--- config.mk ---
export PLATFORM = sky130hd
export DESIGN_NAME = source_text_tokenizer_top_flat
export DESIGN_NICKNAME = d
export VERILOG_FILES = /design/src/hw/rtl/stt_pkg.sv /design/src/hw/rtl/stt_in_if.sv /design/src/hw/rtl/stt_out_if.sv /design/src/hw/rtl/stt_ram.sv /design/src/hw/rtl/stt_scan.sv /design/src/hw/rtl/stt_emit.sv /design/src/hw/rtl/source_text_tokenizer_top.sv /design/src/flat_wrapper.sv
export VERILOG_INCLUDE_DIRS = /design/src /design/src/hw/rtl
export SDC_FILE = /design/constraint.sdc
export NUM_CORES = 1
export LEC_CHECK = 0
export ABC_AREA = 1
export BUFFER_PORTS_ARGS = -buffer_cell sky130_fd_sc_hd__buf_2
export CORE_UTILIZATION = 55
export DETAILED_ROUTE_END_ITERATION = 7
export PLACE_DENSITY_LB_ADDON = 0.1
export REMOVE_ABC_BUFFERS = 1
export SYNTH_ARGS = -nofsm -noshare
export SYNTH_HDL_FRONTEND = slang
export SYNTH_SLANG_ARGS = --single-unit
--- constraint.sdc ---
create_clock -name clk_i -period 7.66 [get_ports clk_i]
set_clock_uncertainty 0.05 [all_clocks]
set_input_delay 1.532 -clock clk_i [delete_from_list [all_inputs] [get_ports clk_i]]
set_output_delay 1.532 -clock clk_i [all_outputs]
set_load 0.05 [all_outputs]
--- src/hw/rtl/source_text_tokenizer_top_defines.svh ---
// Assertion macros used by the tokenizer top level.
`ifndef SOURCE_TEXT_TOKENIZER_TOP_DEFINES_SVH
`define SOURCE_TEXT_TOKENIZER_TOP_DEFINES_SVH

`ifndef SYNTHESIS
`define STT_ASSERT_IMP(lbl, ante, cons) \
  lbl: assert property (@(posedge clk_i) disable iff (!rst_ni) (ante) |-> (cons)) \
    else $error("tokenizer check failed");
`define STT_ASSERT_NXT(lbl, ante, cons) \
  lbl: assert property (@(posedge clk_i) disable iff (!rst_ni) (ante) |=> (cons)) \
    else $error("tokenizer sequencing check failed");
`else
`define STT_ASSERT_IMP(lbl, ante, cons)
`define STT_ASSERT_NXT(lbl, ante, cons)
`endif

`endif

--- src/hw/rtl/stt_pkg.sv ---
package stt_pkg;

  localparam int unsigned MAX_TOKEN = 32;
  localparam int unsigned LEN_W     = 6;
  localparam int unsigned NUM_KW    = 7;

  localparam logic [7:0] CH_EQ  = "=";
  localparam logic [7:0] CH_DOT = ".";

  typedef enum logic [2:0] {
    MODE_IDLE  = 3'd0,
    MODE_OP    = 3'd1,
    MODE_NUM   = 3'd2,
    MODE_STR   = 3'd3,
    MODE_IDENT = 3'd4
  } mode_e;

  typedef enum logic [2:0] {
    KIND_OP      = 3'd0,
    KIND_BRACKET = 3'd1,
    KIND_SYMBOL  = 3'd2,
    KIND_NUMBER  = 3'd3,
    KIND_STRING  = 3'd4,
    KIND_KEYWORD = 3'd5,
    KIND_IDENT   = 3'd6
  } kind_e;

  typedef enum logic [1:0] {
    EMIT_IDLE  = 2'd0,
    EMIT_LOAD  = 2'd1,
    EMIT_SHORT = 2'd2
  } emit_state_e;

  // One result item that does not come from the text buffer.
  typedef struct packed {
    kind_e            kind;
    logic [7:0]       chr;
    logic [LEN_W-1:0] len;
    logic             last;
  } item_t;

  // Work handed from the scanner to the emitter for one accepted input.
  typedef struct packed {
    logic             valid;
    logic             buf_en;
    kind_e            buf_kind;
    logic [LEN_W-1:0] buf_len;
    logic             buf_trunc;
    logic [1:0]       sh_cnt;
    item_t [1:0]      sh;
  } job_t;

  typedef struct packed {
    logic             en;
    logic [LEN_W-1:0] addr;
    logic [7:0]       data;
  } ram_wr_t;

  // Keyword text, left aligned in eight bytes.
  localparam logic [63:0] KW_WORD [NUM_KW] = '{
    {"let", 40'd0}, {"if", 48'd0}, {"else", 32'd0}, {"while", 24'd0},
    {"for", 40'd0}, "function", {"return", 16'd0}
  };
  localparam logic [LEN_W-1:0] KW_LEN [NUM_KW] = '{
    6'd3, 6'd2, 6'd4, 6'd5, 6'd3, 6'd8, 6'd6
  };

  function automatic logic [7:0] kw_char(input int unsigned k, input logic [2:0] pos);
    logic [63:0] word;
    word = KW_WORD[k];
    return word[{3'd7 - pos, 3'b000} +: 8];
  endfunction

  function automatic logic is_space(input logic [7:0] c);
    return c == " " || c == 8'h09 || c == 8'h0D || c == 8'h0A;
  endfunction

  function automatic logic is_digit(input logic [7:0] c);
    return c >= "0" && c <= "9";
  endfunction

  function automatic logic is_op(input logic [7:0] c);
    return c == "+" || c == "-" || c == "*" || c == "/" || c == "%" ||
           c == "<" || c == ">" || c == CH_EQ;
  endfunction

  function automatic logic is_bracket(input logic [7:0] c);
    return c == "(" || c == ")" || c == "[" || c == "]" || c == "{" || c == "}";
  endfunction

  function automatic logic is_symbol(input logic [7:0] c);
    return c == CH_DOT || c == "," || c == ":" || c == ";" || c == "!" ||
           c == "?" || c == "&" || c == "|";
  endfunction

  function automatic logic ends_ident(input logic [7:0] c);
    return is_space(c) || is_op(c) || is_bracket(c) || is_symbol(c);
  endfunction

endpackage

--- src/hw/rtl/stt_in_if.sv ---
interface stt_in_if;
  logic       valid;
  logic       ready;
  logic       func;
  logic [7:0] char_code;

  modport source (output valid, output func, output char_code, input ready);
  modport sink (input valid, input func, input char_code, output ready);
endinterface

--- src/hw/rtl/stt_out_if.sv ---
interface stt_out_if;
  logic       valid;
  logic       ready;
  logic [2:0] token_kind;
  logic [7:0] char_value;
  logic [5:0] token_length;
  logic       last_char;
  logic       truncated;

  modport source (output valid, output token_kind, output char_value,
                  output token_length, output last_char, output truncated,
                  input ready);
  modport sink (input valid, input token_kind, input char_value,
                input token_length, input last_char, input truncated,
                output ready);
endinterface

--- src/hw/rtl/stt_ram.sv ---
module stt_ram #(
  parameter int unsigned Width = 8,
  parameter int unsigned Depth = 32,
  localparam int unsigned AddrW = $clog2(Depth)
) (
  input  logic             clk_i,
  input  logic             we_i,
  input  logic [AddrW-1:0] waddr_i,
  input  logic [Width-1:0] wdata_i,
  input  logic             re_i,
  input  logic [AddrW-1:0] raddr_i,
  output logic [Width-1:0] rdata_o
);

  logic [Width-1:0] mem_q [Depth];
  logic [Width-1:0] rdata_q;

  always_ff @(posedge clk_i) begin
    if (we_i) begin
      mem_q[waddr_i] <= wdata_i;
    end
    if (re_i) begin
      rdata_q <= mem_q[raddr_i];
    end
  end

  assign rdata_o = rdata_q;

endmodule

--- src/hw/rtl/stt_scan.sv ---
module stt_scan #(
  parameter int unsigned MaxToken = stt_pkg::MAX_TOKEN
) (
  input  logic             clk_i,
  input  logic             rst_ni,
  stt_in_if.sink           in_i,
  input  logic             emit_busy_i,
  output stt_pkg::job_t    job_o,
  output stt_pkg::ram_wr_t wr_o
);

  localparam logic [stt_pkg::LEN_W-1:0] MaxCnt = stt_pkg::LEN_W'(MaxToken);

  stt_pkg::mode_e                   mode_q, mode_d;
  logic [stt_pkg::LEN_W-1:0]        count_q, count_d;
  logic                             ovf_q, ovf_d;
  logic                             dot_q, dot_d;
  logic [7:0]                       quote_q, quote_d;
  logic [7:0]                       pend_q, pend_d;
  logic [stt_pkg::NUM_KW-1:0]       kwm_q, kwm_d;
  logic                             dw_pend_q, dw_pend_d;
  logic [7:0]                       dw_data_q, dw_data_d;

  // A byte that opens a new token while the old one is still being read
  // out is parked and written to the buffer once the read-out is over.
  assign in_i.ready = !emit_busy_i && !dw_pend_q;

  always_comb begin
    logic                      fire;
    logic                      buf_req;
    stt_pkg::kind_e            bk;
    logic                      do_start;
    logic                      app;
    logic                      app_zero;
    logic                      kw_hit;
    logic [stt_pkg::LEN_W-1:0] cnt;
    logic [1:0]                n;
    logic [7:0]                c;

    fire      = in_i.valid && in_i.ready;
    c         = in_i.char_code;
    buf_req   = 1'b0;
    bk        = stt_pkg::KIND_NUMBER;
    do_start  = 1'b0;
    app       = 1'b0;
    app_zero  = 1'b0;
    kw_hit    = 1'b0;
    cnt       = count_q;
    n         = 2'd0;

    mode_d    = mode_q;
    count_d   = count_q;
    ovf_d     = ovf_q;
    dot_d     = dot_q;
    quote_d   = quote_q;
    pend_d    = pend_q;
    kwm_d     = kwm_q;
    dw_pend_d = dw_pend_q;
    dw_data_d = dw_data_q;
    job_o     = '0;
    wr_o      = '0;

    if (dw_pend_q && !emit_busy_i) begin
      wr_o      = '{en: 1'b1, addr: '0, data: dw_data_q};
      dw_pend_d = 1'b0;
    end

    if (fire) begin
      job_o.valid = 1'b1;
      if (in_i.func) begin
        unique case (mode_q)
          stt_pkg::MODE_OP: begin
            job_o.sh[n[0]] = '{kind: stt_pkg::is_op(pend_q) ? stt_pkg::KIND_OP
                                                             : stt_pkg::KIND_SYMBOL,
                               chr: pend_q, len: 6'd1, last: 1'b1};
            n = n + 2'd1;
          end
          stt_pkg::MODE_NUM: begin
            buf_req = 1'b1;
            bk      = stt_pkg::KIND_NUMBER;
          end
          stt_pkg::MODE_STR: begin
            buf_req = 1'b1;
            bk      = stt_pkg::KIND_STRING;
          end
          stt_pkg::MODE_IDENT: begin
            buf_req = 1'b1;
            bk      = stt_pkg::KIND_IDENT;
          end
          default: begin
          end
        endcase
      end else begin
        unique case (mode_q)
          stt_pkg::MODE_OP: begin
            if (((stt_pkg::is_op(pend_q) || pend_q == "!") && c == stt_pkg::CH_EQ) ||
                ((pend_q == "&" || pend_q == "|") && c == pend_q)) begin
              job_o.sh[0] = '{kind: stt_pkg::KIND_OP, chr: pend_q, len: 6'd2, last: 1'b0};
              job_o.sh[1] = '{kind: stt_pkg::KIND_OP, chr: c, len: 6'd2, last: 1'b1};
              n      = 2'd2;
              mode_d = stt_pkg::MODE_IDLE;
            end else begin
              job_o.sh[n[0]] = '{kind: stt_pkg::is_op(pend_q) ? stt_pkg::KIND_OP
                                                               : stt_pkg::KIND_SYMBOL,
                                 chr: pend_q, len: 6'd1, last: 1'b1};
              n        = n + 2'd1;
              do_start = 1'b1;
            end
            pend_d = '0;
          end
          stt_pkg::MODE_NUM: begin
            if (stt_pkg::is_digit(c)) begin
              app = 1'b1;
            end else if (c == stt_pkg::CH_DOT && !dot_q) begin
              app   = 1'b1;
              dot_d = 1'b1;
            end else begin
              buf_req  = 1'b1;
              bk       = stt_pkg::KIND_NUMBER;
              do_start = 1'b1;
            end
          end
          stt_pkg::MODE_STR: begin
            if (c == quote_q) begin
              buf_req = 1'b1;
              bk      = stt_pkg::KIND_STRING;
            end else begin
              app = 1'b1;
            end
          end
          stt_pkg::MODE_IDENT: begin
            if (stt_pkg::ends_ident(c)) begin
              buf_req  = 1'b1;
              bk       = stt_pkg::KIND_IDENT;
              do_start = 1'b1;
            end else begin
              app = 1'b1;
            end
          end
          default: begin
            do_start = 1'b1;
          end
        endcase
      end

      if (buf_req) begin
        for (int unsigned k = 0; k < stt_pkg::NUM_KW; k++) begin
          kw_hit = kw_hit || (kwm_q[k] && count_q == stt_pkg::KW_LEN[k]);
        end
        if (bk == stt_pkg::KIND_IDENT && !ovf_q && kw_hit) begin
          bk = stt_pkg::KIND_KEYWORD;
        end
        if (count_q == '0) begin
          // An empty string still produces one item.
          job_o.sh[n[0]] = '{kind: bk, chr: 8'd0, len: '0, last: 1'b1};
          n = n + 2'd1;
        end else begin
          job_o.buf_en    = 1'b1;
          job_o.buf_kind  = bk;
          job_o.buf_len   = count_q;
          job_o.buf_trunc = ovf_q;
        end
        count_d = '0;
        ovf_d   = 1'b0;
        dot_d   = 1'b0;
        quote_d = '0;
        mode_d  = stt_pkg::MODE_IDLE;
      end

      if (do_start) begin
        count_d = '0;
        ovf_d   = 1'b0;
        dot_d   = 1'b0;
        mode_d  = stt_pkg::MODE_IDLE;
        priority if (stt_pkg::is_space(c)) begin
          mode_d = stt_pkg::MODE_IDLE;
        end else if (stt_pkg::is_op(c) || c == "!" || c == "&" || c == "|") begin
          pend_d = c;
          mode_d = stt_pkg::MODE_OP;
        end else if (stt_pkg::is_bracket(c)) begin
          job_o.sh[n[0]] = '{kind: stt_pkg::KIND_BRACKET, chr: c, len: 6'd1, last: 1'b1};
          n = n + 2'd1;
        end else if (stt_pkg::is_symbol(c)) begin
          job_o.sh[n[0]] = '{kind: stt_pkg::KIND_SYMBOL, chr: c, len: 6'd1, last: 1'b1};
          n = n + 2'd1;
        end else if (stt_pkg::is_digit(c)) begin
          app      = 1'b1;
          app_zero = 1'b1;
          mode_d   = stt_pkg::MODE_NUM;
        end else if (c == "\"" || c == "'") begin
          quote_d = c;
          mode_d  = stt_pkg::MODE_STR;
        end else begin
          app      = 1'b1;
          app_zero = 1'b1;
          mode_d   = stt_pkg::MODE_IDENT;
        end
      end

      if (app) begin
        cnt = app_zero ? '0 : count_q;
        if (cnt < MaxCnt) begin
          if (job_o.buf_en) begin
            dw_pend_d = 1'b1;
            dw_data_d = c;
          end else begin
            wr_o = '{en: 1'b1, addr: cnt, data: c};
          end
          count_d = cnt + 6'd1;
          // Keyword candidates are narrowed byte by byte as text arrives.
          for (int unsigned k = 0; k < stt_pkg::NUM_KW; k++) begin
            kwm_d[k] = (app_zero || kwm_q[k]) && cnt < stt_pkg::KW_LEN[k] &&
                       c == stt_pkg::kw_char(k, cnt[2:0]);
          end
        end else begin
          ovf_d = 1'b1;
        end
      end

      job_o.sh_cnt = n;

      if (in_i.func) begin
        mode_d  = stt_pkg::MODE_IDLE;
        count_d = '0;
        ovf_d   = 1'b0;
        dot_d   = 1'b0;
        quote_d = '0;
        pend_d  = '0;
      end
    end
  end

  always_ff @(posedge clk_i or negedge rst_ni) begin
    if (!rst_ni) begin
      mode_q    <= stt_pkg::MODE_IDLE;
      count_q   <= '0;
      ovf_q     <= 1'b0;
      dot_q     <= 1'b0;
      quote_q   <= '0;
      pend_q    <= '0;
      kwm_q     <= '0;
      dw_pend_q <= 1'b0;
    end else begin
      mode_q    <= mode_d;
      count_q   <= count_d;
      ovf_q     <= ovf_d;
      dot_q     <= dot_d;
      quote_q   <= quote_d;
      pend_q    <= pend_d;
      kwm_q     <= kwm_d;
      dw_pend_q <= dw_pend_d;
    end
  end

  always_ff @(posedge clk_i) begin
    dw_data_q <= dw_data_d;
  end

endmodule

--- src/hw/rtl/stt_emit.sv ---
module stt_emit #(
  parameter int unsigned MaxToken = stt_pkg::MAX_TOKEN,
  localparam int unsigned AddrW = $clog2(MaxToken)
) (
  input  logic             clk_i,
  input  logic             rst_ni,
  input  stt_pkg::job_t    job_i,
  input  logic [7:0]       rdata_i,
  output logic             re_o,
  output logic [AddrW-1:0] raddr_o,
  output logic             busy_o,
  stt_out_if.source        out_o
);

  stt_pkg::emit_state_e        state_q, state_d;
  stt_pkg::job_t               job_q, job_d;
  logic [stt_pkg::LEN_W-1:0]   idx_q, idx_d;
  logic                        shi_q, shi_d;

  logic                        out_valid_q, out_valid_d;
  stt_pkg::kind_e              kind_q, kind_d;
  logic [7:0]                  chr_q, chr_d;
  logic [stt_pkg::LEN_W-1:0]   len_q, len_d;
  logic                        last_q, last_d;
  logic                        trunc_q, trunc_d;

  logic                        out_free;
  logic [stt_pkg::LEN_W-1:0]   idx_inc;

  assign out_free = !out_valid_q || out_o.ready;
  assign idx_inc  = idx_q + 6'd1;
  assign busy_o   = state_q != stt_pkg::EMIT_IDLE;

  always_comb begin
    state_d     = state_q;
    job_d       = job_q;
    idx_d       = idx_q;
    shi_d       = shi_q;
    re_o        = 1'b0;
    raddr_o     = idx_q[AddrW-1:0];
    out_valid_d = out_valid_q && !out_o.ready;
    kind_d      = kind_q;
    chr_d       = chr_q;
    len_d       = len_q;
    last_d      = last_q;
    trunc_d     = trunc_q;

    unique case (state_q)
      stt_pkg::EMIT_IDLE: begin
        if (job_i.valid) begin
          job_d = job_i;
          idx_d = '0;
          shi_d = 1'b0;
          if (job_i.buf_en) begin
            // The first buffer byte is fetched while the transaction lands.
            re_o    = 1'b1;
            raddr_o = '0;
            state_d = stt_pkg::EMIT_LOAD;
          end else if (job_i.sh_cnt != 2'd0) begin
            state_d = stt_pkg::EMIT_SHORT;
          end
        end
      end
      stt_pkg::EMIT_LOAD: begin
        if (out_free) begin
          out_valid_d = 1'b1;
          kind_d      = job_q.buf_kind;
          chr_d       = rdata_i;
          len_d       = job_q.buf_len;
          last_d      = idx_inc == job_q.buf_len;
          trunc_d     = job_q.buf_trunc;
          if (idx_inc == job_q.buf_len) begin
            state_d = (job_q.sh_cnt != 2'd0) ? stt_pkg::EMIT_SHORT : stt_pkg::EMIT_IDLE;
          end else begin
            idx_d   = idx_inc;
            re_o    = 1'b1;
            raddr_o = idx_inc[AddrW-1:0];
          end
        end
      end
      stt_pkg::EMIT_SHORT: begin
        if (out_free) begin
          out_valid_d = 1'b1;
          kind_d      = job_q.sh[shi_q].kind;
          chr_d       = job_q.sh[shi_q].chr;
          len_d       = job_q.sh[shi_q].len;
          last_d      = job_q.sh[shi_q].last;
          trunc_d     = 1'b0;
          if ({1'b0, shi_q} + 2'd1 == job_q.sh_cnt) begin
            state_d = stt_pkg::EMIT_IDLE;
          end else begin
            shi_d = 1'b1;
          end
        end
      end
      default: begin
        state_d = stt_pkg::EMIT_IDLE;
      end
    endcase
  end

  always_ff @(posedge clk_i or negedge rst_ni) begin
    if (!rst_ni) begin
      state_q     <= stt_pkg::EMIT_IDLE;
      out_valid_q <= 1'b0;
    end else begin
      state_q     <= state_d;
      out_valid_q <= out_valid_d;
    end
  end

  always_ff @(posedge clk_i) begin
    job_q   <= job_d;
    idx_q   <= idx_d;
    shi_q   <= shi_d;
    kind_q  <= kind_d;
    chr_q   <= chr_d;
    len_q   <= len_d;
    last_q  <= last_d;
    trunc_q <= trunc_d;
  end

  assign out_o.valid        = out_valid_q;
  assign out_o.token_kind   = kind_q;
  assign out_o.char_value   = chr_q;
  assign out_o.token_length = len_q;
  assign out_o.last_char    = last_q;
  assign out_o.truncated    = trunc_q;

endmodule

--- src/hw/rtl/source_text_tokenizer_top.sv ---
// Each accepted byte hands one job to the emitter, which registers it and then loads its
// first result item into the output register; the rest of the run follows at one item per
// cycle while the sink holds ready high. No new byte is taken while a job drains, as one job
// at a time drains through a single output register, nor while a byte that ends a buffered
// token and also opens a number or an identifier waits for its first byte to go to the memory.
// Reset is asynchronous and active low; the block idles with no token pending.
`include "source_text_tokenizer_top_defines.svh"

module source_text_tokenizer_top #(
  parameter int unsigned MaxToken = stt_pkg::MAX_TOKEN
) (
  input  logic      clk_i,
  input  logic      rst_ni,
  stt_in_if.sink    in_i,
  stt_out_if.source out_o
);

  localparam int unsigned AddrW = $clog2(MaxToken);
  localparam logic [stt_pkg::LEN_W-1:0] MaxLen = stt_pkg::LEN_W'(MaxToken);

  stt_pkg::job_t    job;
  stt_pkg::ram_wr_t ram_wr;
  logic             emit_busy;
  logic             ram_re;
  logic [AddrW-1:0] ram_raddr;
  logic [7:0]       ram_rdata;

  stt_scan #(
    .MaxToken(MaxToken)
  ) u_scan (
    .clk_i       (clk_i),
    .rst_ni      (rst_ni),
    .in_i        (in_i),
    .emit_busy_i (emit_busy),
    .job_o       (job),
    .wr_o        (ram_wr)
  );

  stt_ram #(
    .Width(8),
    .Depth(MaxToken)
  ) u_ram (
    .clk_i   (clk_i),
    .we_i    (ram_wr.en),
    .waddr_i (ram_wr.addr[AddrW-1:0]),
    .wdata_i (ram_wr.data),
    .re_i    (ram_re),
    .raddr_i (ram_raddr),
    .rdata_o (ram_rdata)
  );

  stt_emit #(
    .MaxToken(MaxToken)
  ) u_emit (
    .clk_i   (clk_i),
    .rst_ni  (rst_ni),
    .job_i   (job),
    .rdata_i (ram_rdata),
    .re_o    (ram_re),
    .raddr_o (ram_raddr),
    .busy_o  (emit_busy),
    .out_o   (out_o)
  );

  // The text memory is never written while a token is being read out of it.
  `STT_ASSERT_IMP(a_no_write_during_readout, ram_wr.en, !emit_busy)
  `STT_ASSERT_IMP(a_trunc_full_len, out_o.valid && out_o.truncated, out_o.token_length == MaxLen)
  `STT_ASSERT_IMP(a_empty_is_zero, out_o.valid && out_o.token_length == '0, out_o.char_value == 8'd0 && out_o.last_char)
  `STT_ASSERT_NXT(a_buffer_job_busy, job.valid && job.buf_en, emit_busy)

endmodule

--- src/flat_wrapper.sv ---
// flat-port wrapper written by rule: the top's interface ports become plain ports
module source_text_tokenizer_top_flat 
#(
  parameter int unsigned MaxToken = stt_pkg::MAX_TOKEN
)
  (clk_i, rst_ni, in_i_valid, in_i_func, in_i_char_code, in_i_ready, out_o_valid, out_o_token_kind, out_o_char_value, out_o_token_length, out_o_last_char, out_o_truncated, out_o_ready);
  stt_in_if in_i_i ();
  stt_out_if out_o_i ();
  input  logic clk_i;
  input  logic rst_ni;
  input wire logic [$bits(in_i_i.valid)-1:0] in_i_valid;
  input wire logic [$bits(in_i_i.func)-1:0] in_i_func;
  input wire logic [$bits(in_i_i.char_code)-1:0] in_i_char_code;
  output wire logic [$bits(in_i_i.ready)-1:0] in_i_ready;
  output wire logic [$bits(out_o_i.valid)-1:0] out_o_valid;
  output wire logic [$bits(out_o_i.token_kind)-1:0] out_o_token_kind;
  output wire logic [$bits(out_o_i.char_value)-1:0] out_o_char_value;
  output wire logic [$bits(out_o_i.token_length)-1:0] out_o_token_length;
  output wire logic [$bits(out_o_i.last_char)-1:0] out_o_last_char;
  output wire logic [$bits(out_o_i.truncated)-1:0] out_o_truncated;
  input wire logic [$bits(out_o_i.ready)-1:0] out_o_ready;
  assign in_i_i.valid = in_i_valid;
  assign in_i_i.func = in_i_func;
  assign in_i_i.char_code = in_i_char_code;
  assign in_i_ready = in_i_i.ready;
  assign out_o_valid = out_o_i.valid;
  assign out_o_token_kind = out_o_i.token_kind;
  assign out_o_char_value = out_o_i.char_value;
  assign out_o_token_length = out_o_i.token_length;
  assign out_o_last_char = out_o_i.last_char;
  assign out_o_truncated = out_o_i.truncated;
  assign out_o_i.ready = out_o_ready;
  source_text_tokenizer_top #(.MaxToken(MaxToken)) u_core (.clk_i(clk_i), .rst_ni(rst_ni), .in_i(in_i_i), .out_o(out_o_i));
endmodule
==> summary.md <==
| Metric | Value |
|---|---|
| Yosys Warn Count | `0` |
| Seq/Total Area, Yosys | `0.5977` |
| Top_reg_cell synth | `edfxtp_1` |
| WL final | `51310 µm` |
| Clk sinks | `376` |
| Crit path kind | `input pin to register` |
| Layout fillers | `roughly 2900` |
| 1st-pass router iterations | `6` |
| RSZ-0062 raised after global routing | `false` |
| Share of cells above drive strength 1 | `0.09408` |
| CP max-delay cell | `nand2_4` |
| Skew-Pair Late Insertion Delay | `540 ps` |
| # setup viols final | `0` |
| Fin area | `20190 µm²` |
| Routed via count | `14170` |
| Area added between synthesis and finish | `8.698%` |
| Final setup TNS | `0 ps` |
| Syn avg cell area | `9.534 µm²` |
| Clock-pin slew on the worst setup and hold paths | `60 ps` |
| Endpoint class of the critical path | `register` |
| GRT Total Usage | `0.3084` |
| Min-delay worst type | `register to register` |
| Cell total after placement | `around 2300` |
| Htree depth | `2` |
| Wire per inst | `21.21 µm` |
| Area of the core | `32870 µm²` |
| Number of gates resized after CTS | `0` |
| Post-synth EDFFs | `338` |
| CP required | `approximately 8000 ps` |
| Reg2reg path depth | `20` |
| #FFs+latches synth | `376` |
| Crit Path Max Fanout | `66` |
| Syn Inst Count | `about 1900` |
| CP startpoint kind | `input pin` |
| GR Overflow Total | `0` |
| Die Wd | `185.8 µm` |
| IO Port Bufs | `33` |
| Least-Margin Pin Slew | `1293 ps` |
| Hold-fix buffers, CTS | `0` |
| CTS Root Cell | `clkbuf_16` |
| Lkg Pwr | `8.192 nW` |
| Post-Place Worst Slack | `1471 ps` |
| Initial drt markers | `between 1500 and 2000` |
| Headroom to the max-slew limit | `0.1367` |
| Synth unique cells | `59` |
| Util after Layout | `0.6142` |
| Max-cap violation count | `0` |
| Via/cell ratio | `5.857` |
| Post-Syn Area | `18570 µm²` |
| Longest Clk Path Bufs | `3` |
| Rows | `66` |
| Final Max Slew Viols | `0` |
| Nets | `around 2000` |
| Worst setup margin | `1836 ps` |
| Status | `finished, final reports clean` |
| DRC violations left | `0` |
| Fmax | `about 170 MHz` |
| CP dominant cell by count | `nand2_1` |
| Initial Utilization | `0.5651` |
| Period utilization | `0.7604` |
| CTS tree | `built` |
| Total I/O pin count | `34` |
| Worst hold stages | `2` |
| Fin. Hold Viols | `0` |
| FFs w/ async S/R, synth | `0.1011` |
| Post-CTS Setup Bufs | `0` |
| First-pass GRT wire length | `78980 µm` |
| Crit-path max cell delay | `approximately 630 ps` |
| Fin Hold WS | `about 460 ps` |
| Fin crit period | `5824 ps` |
| Die area | `34500 µm²` |
| Final ANT Viol Nets | `0` |
| Dpl hpwl | `between 30000 and 40000 µm` |
| PD cells | `389.6 nW/µm²` |
| Ant. Diodes | `0` |
| Vias in the first global route | `13210` |
| CP Data Arrival Time | `6070 ps` |
| Largest net degree at the start of global routing | `67` |
| Clock buffer count from CTS | `40` |
| DP Area | `18940 µm²` |
| Non-Filler Instances | `between 2000 and 2500` |
| Worst vdd ir | `around 0.23 mV` |
| Critical path cell sequence | `buf_2 > inv_1 > nor2_1 > nand2_1 > nand2_1 > a21oi_2 > nand3_1 > nand2_2 > nand3_2 > nand4_4 > nand2_4 > nand2_4 > nand2_4 > buf_12 > nand2_1 > nand2_1 > nand2_1 > nand3_1 > nand3_1 > nand2_1 > nand2_1 > nand2_1` |
| Initial antenna violation count | `0` |
| Power Total | `7.864 mW` |
| Die Y-Extent | `185.8 µm` |
| GP Congestion | `a little over 0.9` |
## per-layer routing
metal / track usage / up-vias / share of wire
li1: - / 6600 / -
met1: 0.4771 / 6836 / 0.45
met2: 0.4499 / 659 / 0.44
met3: 0.05283 / 73 / 0.091
met4: 0.07443 / 0 / 0.019
met5: 0 / - / 0
## registers in the layout, summed over array words and instances (netlist names), 3 cells and up
name	cells
u_core.u_scan.mode_q	3
u_core.u_emit.out_o.token_length	6
u_core.u_scan.quote_q	8
u_core.u_scan.count_q	6
u_core.u_scan.pend_q	8
u_core.u_emit.out_o.char_value	8
u_core.u_emit.job_q	40
u_core.u_scan.kwm_q	7
u_core.u_ram.mem_q	256
u_core.u_emit.idx_q	6
u_core.u_emit.out_o.token_kind	3
u_core.u_scan.dw_data_q	8
u_core.u_ram.rdata_o	8
## cell families (layout without fill, tap and decap cells)
| family | after synthesis | count (layout) | share of synthesized area |
|---|---|---|---|
| fa+ha+maj | 15 | 15 | 0.01011 |
| other cells | 1 | 2 | 0.0002019 |
| compound gates | 168 | 168 | 0.05504 |
| xor+xnor | 19 | 19 | 0.008960 |
| flops | 376 | 376 | 0.5977 |
| simple gates | 1109 | 1109 | 0.2647 |
| buf+inv | 260 | 288 | 0.06326 |
## final cells by class
cell class	count	area, µm²	area share
Inverter	165	626.9	0.03105
Timing Repair Buffer	51	312.8	0.01550
Tap cell	442	553.0	0.02740
Multi-Input combinational cell	1313	6347	0.3144
Clock buffer	51	1042	0.05163
Clock inverter	21	203.9	0.01010
Sequential cell	376	11100	0.5499
## placed cells by master, fill, tap and decap left out, types with 4 or more instances in the layout
cell type / synthesis / layout
clkinv_1: 4 / 10
clkbuf_1: 19 / 11
nand3b_1: 25 / 25
edfxtp_1: 338 / 338
a21oi_1: 29 / 29
a211oi_1: 11 / 11
o21ai_0: 71 / 63
o21ai_1: 7 / 7
or2_2: 4 / 4
o211ai_1: 4 / 4
ha_1: 15 / 15
buf_4: 19 / 17
dfrtp_1: 38 / 38
o21ai_2: 1 / 9
inv_2: 15 / 16
xor2_1: 16 / 16
nor4_1: 5 / 5
clkinv_2: 0 / 7
nand4_1: 18 / 18
inv_1: 143 / 143
nand2_2: 20 / 18
o22ai_1: 20 / 20
nand3_1: 273 / 273
nand2_4: 2 / 5
nor2_1: 159 / 159
buf_2: 48 / 33
a31oi_1: 4 / 4
clkbuf_16: 0 / 40
nor2_2: 6 / 6
nand2_1: 560 / 559
nor3_1: 22 / 22
## worst paths after layout
kind | slack, ps | end | startpoint
max | 1840 | u_core.u_ram.rdata_o[6] | in_i_char_code[0]
min | 460 | u_core.u_scan.dot_q | u_core.u_scan.dot_q
max reg2reg | 2720 | u_core.u_ram.rdata_o[0] | u_core.u_emit.state_q[1]
min reg2reg | 460 | u_core.u_scan.dot_q | u_core.u_scan.dot_q
max in group asynchronous | 5810 | u_core.u_scan.quote_q[5] | rst_ni
min in group asynchronous | 1110 | u_core.u_emit.out_o.valid | rst_ni
## worst max-delay path: cells and delay by family
family | cells | cell delay [ps]
compound gates | 1 | 340
buf+inv | 3 | 1080
simple gates | 18 | 2920
## cell usage after synthesis, drive strengths merged (19+ instances only)
master | instances | area [µm²]
nor2 | 170 | 708.2
o21ai | 80 | 415.4
o22ai | 20 | 125.1
clkbuf | 19 | 71.32
nand3b | 25 | 187.7
a21oi | 30 | 153.9
buf | 76 | 476.7
nor3 | 25 | 152.7
inv | 161 | 611.8
dfrtp | 38 | 950.9
edfxtp | 338 | 10150
nand2 | 582 | 2250
nand4 | 19 | 133.9
nand3 | 277 | 1414
## power breakdown
group	internal (mW)	switching, mW
clock network	1.07	0.799
logic	0.822	2.50
registers	2.56	0.112
No activity file was read; power rests on OpenSTA's default activity.
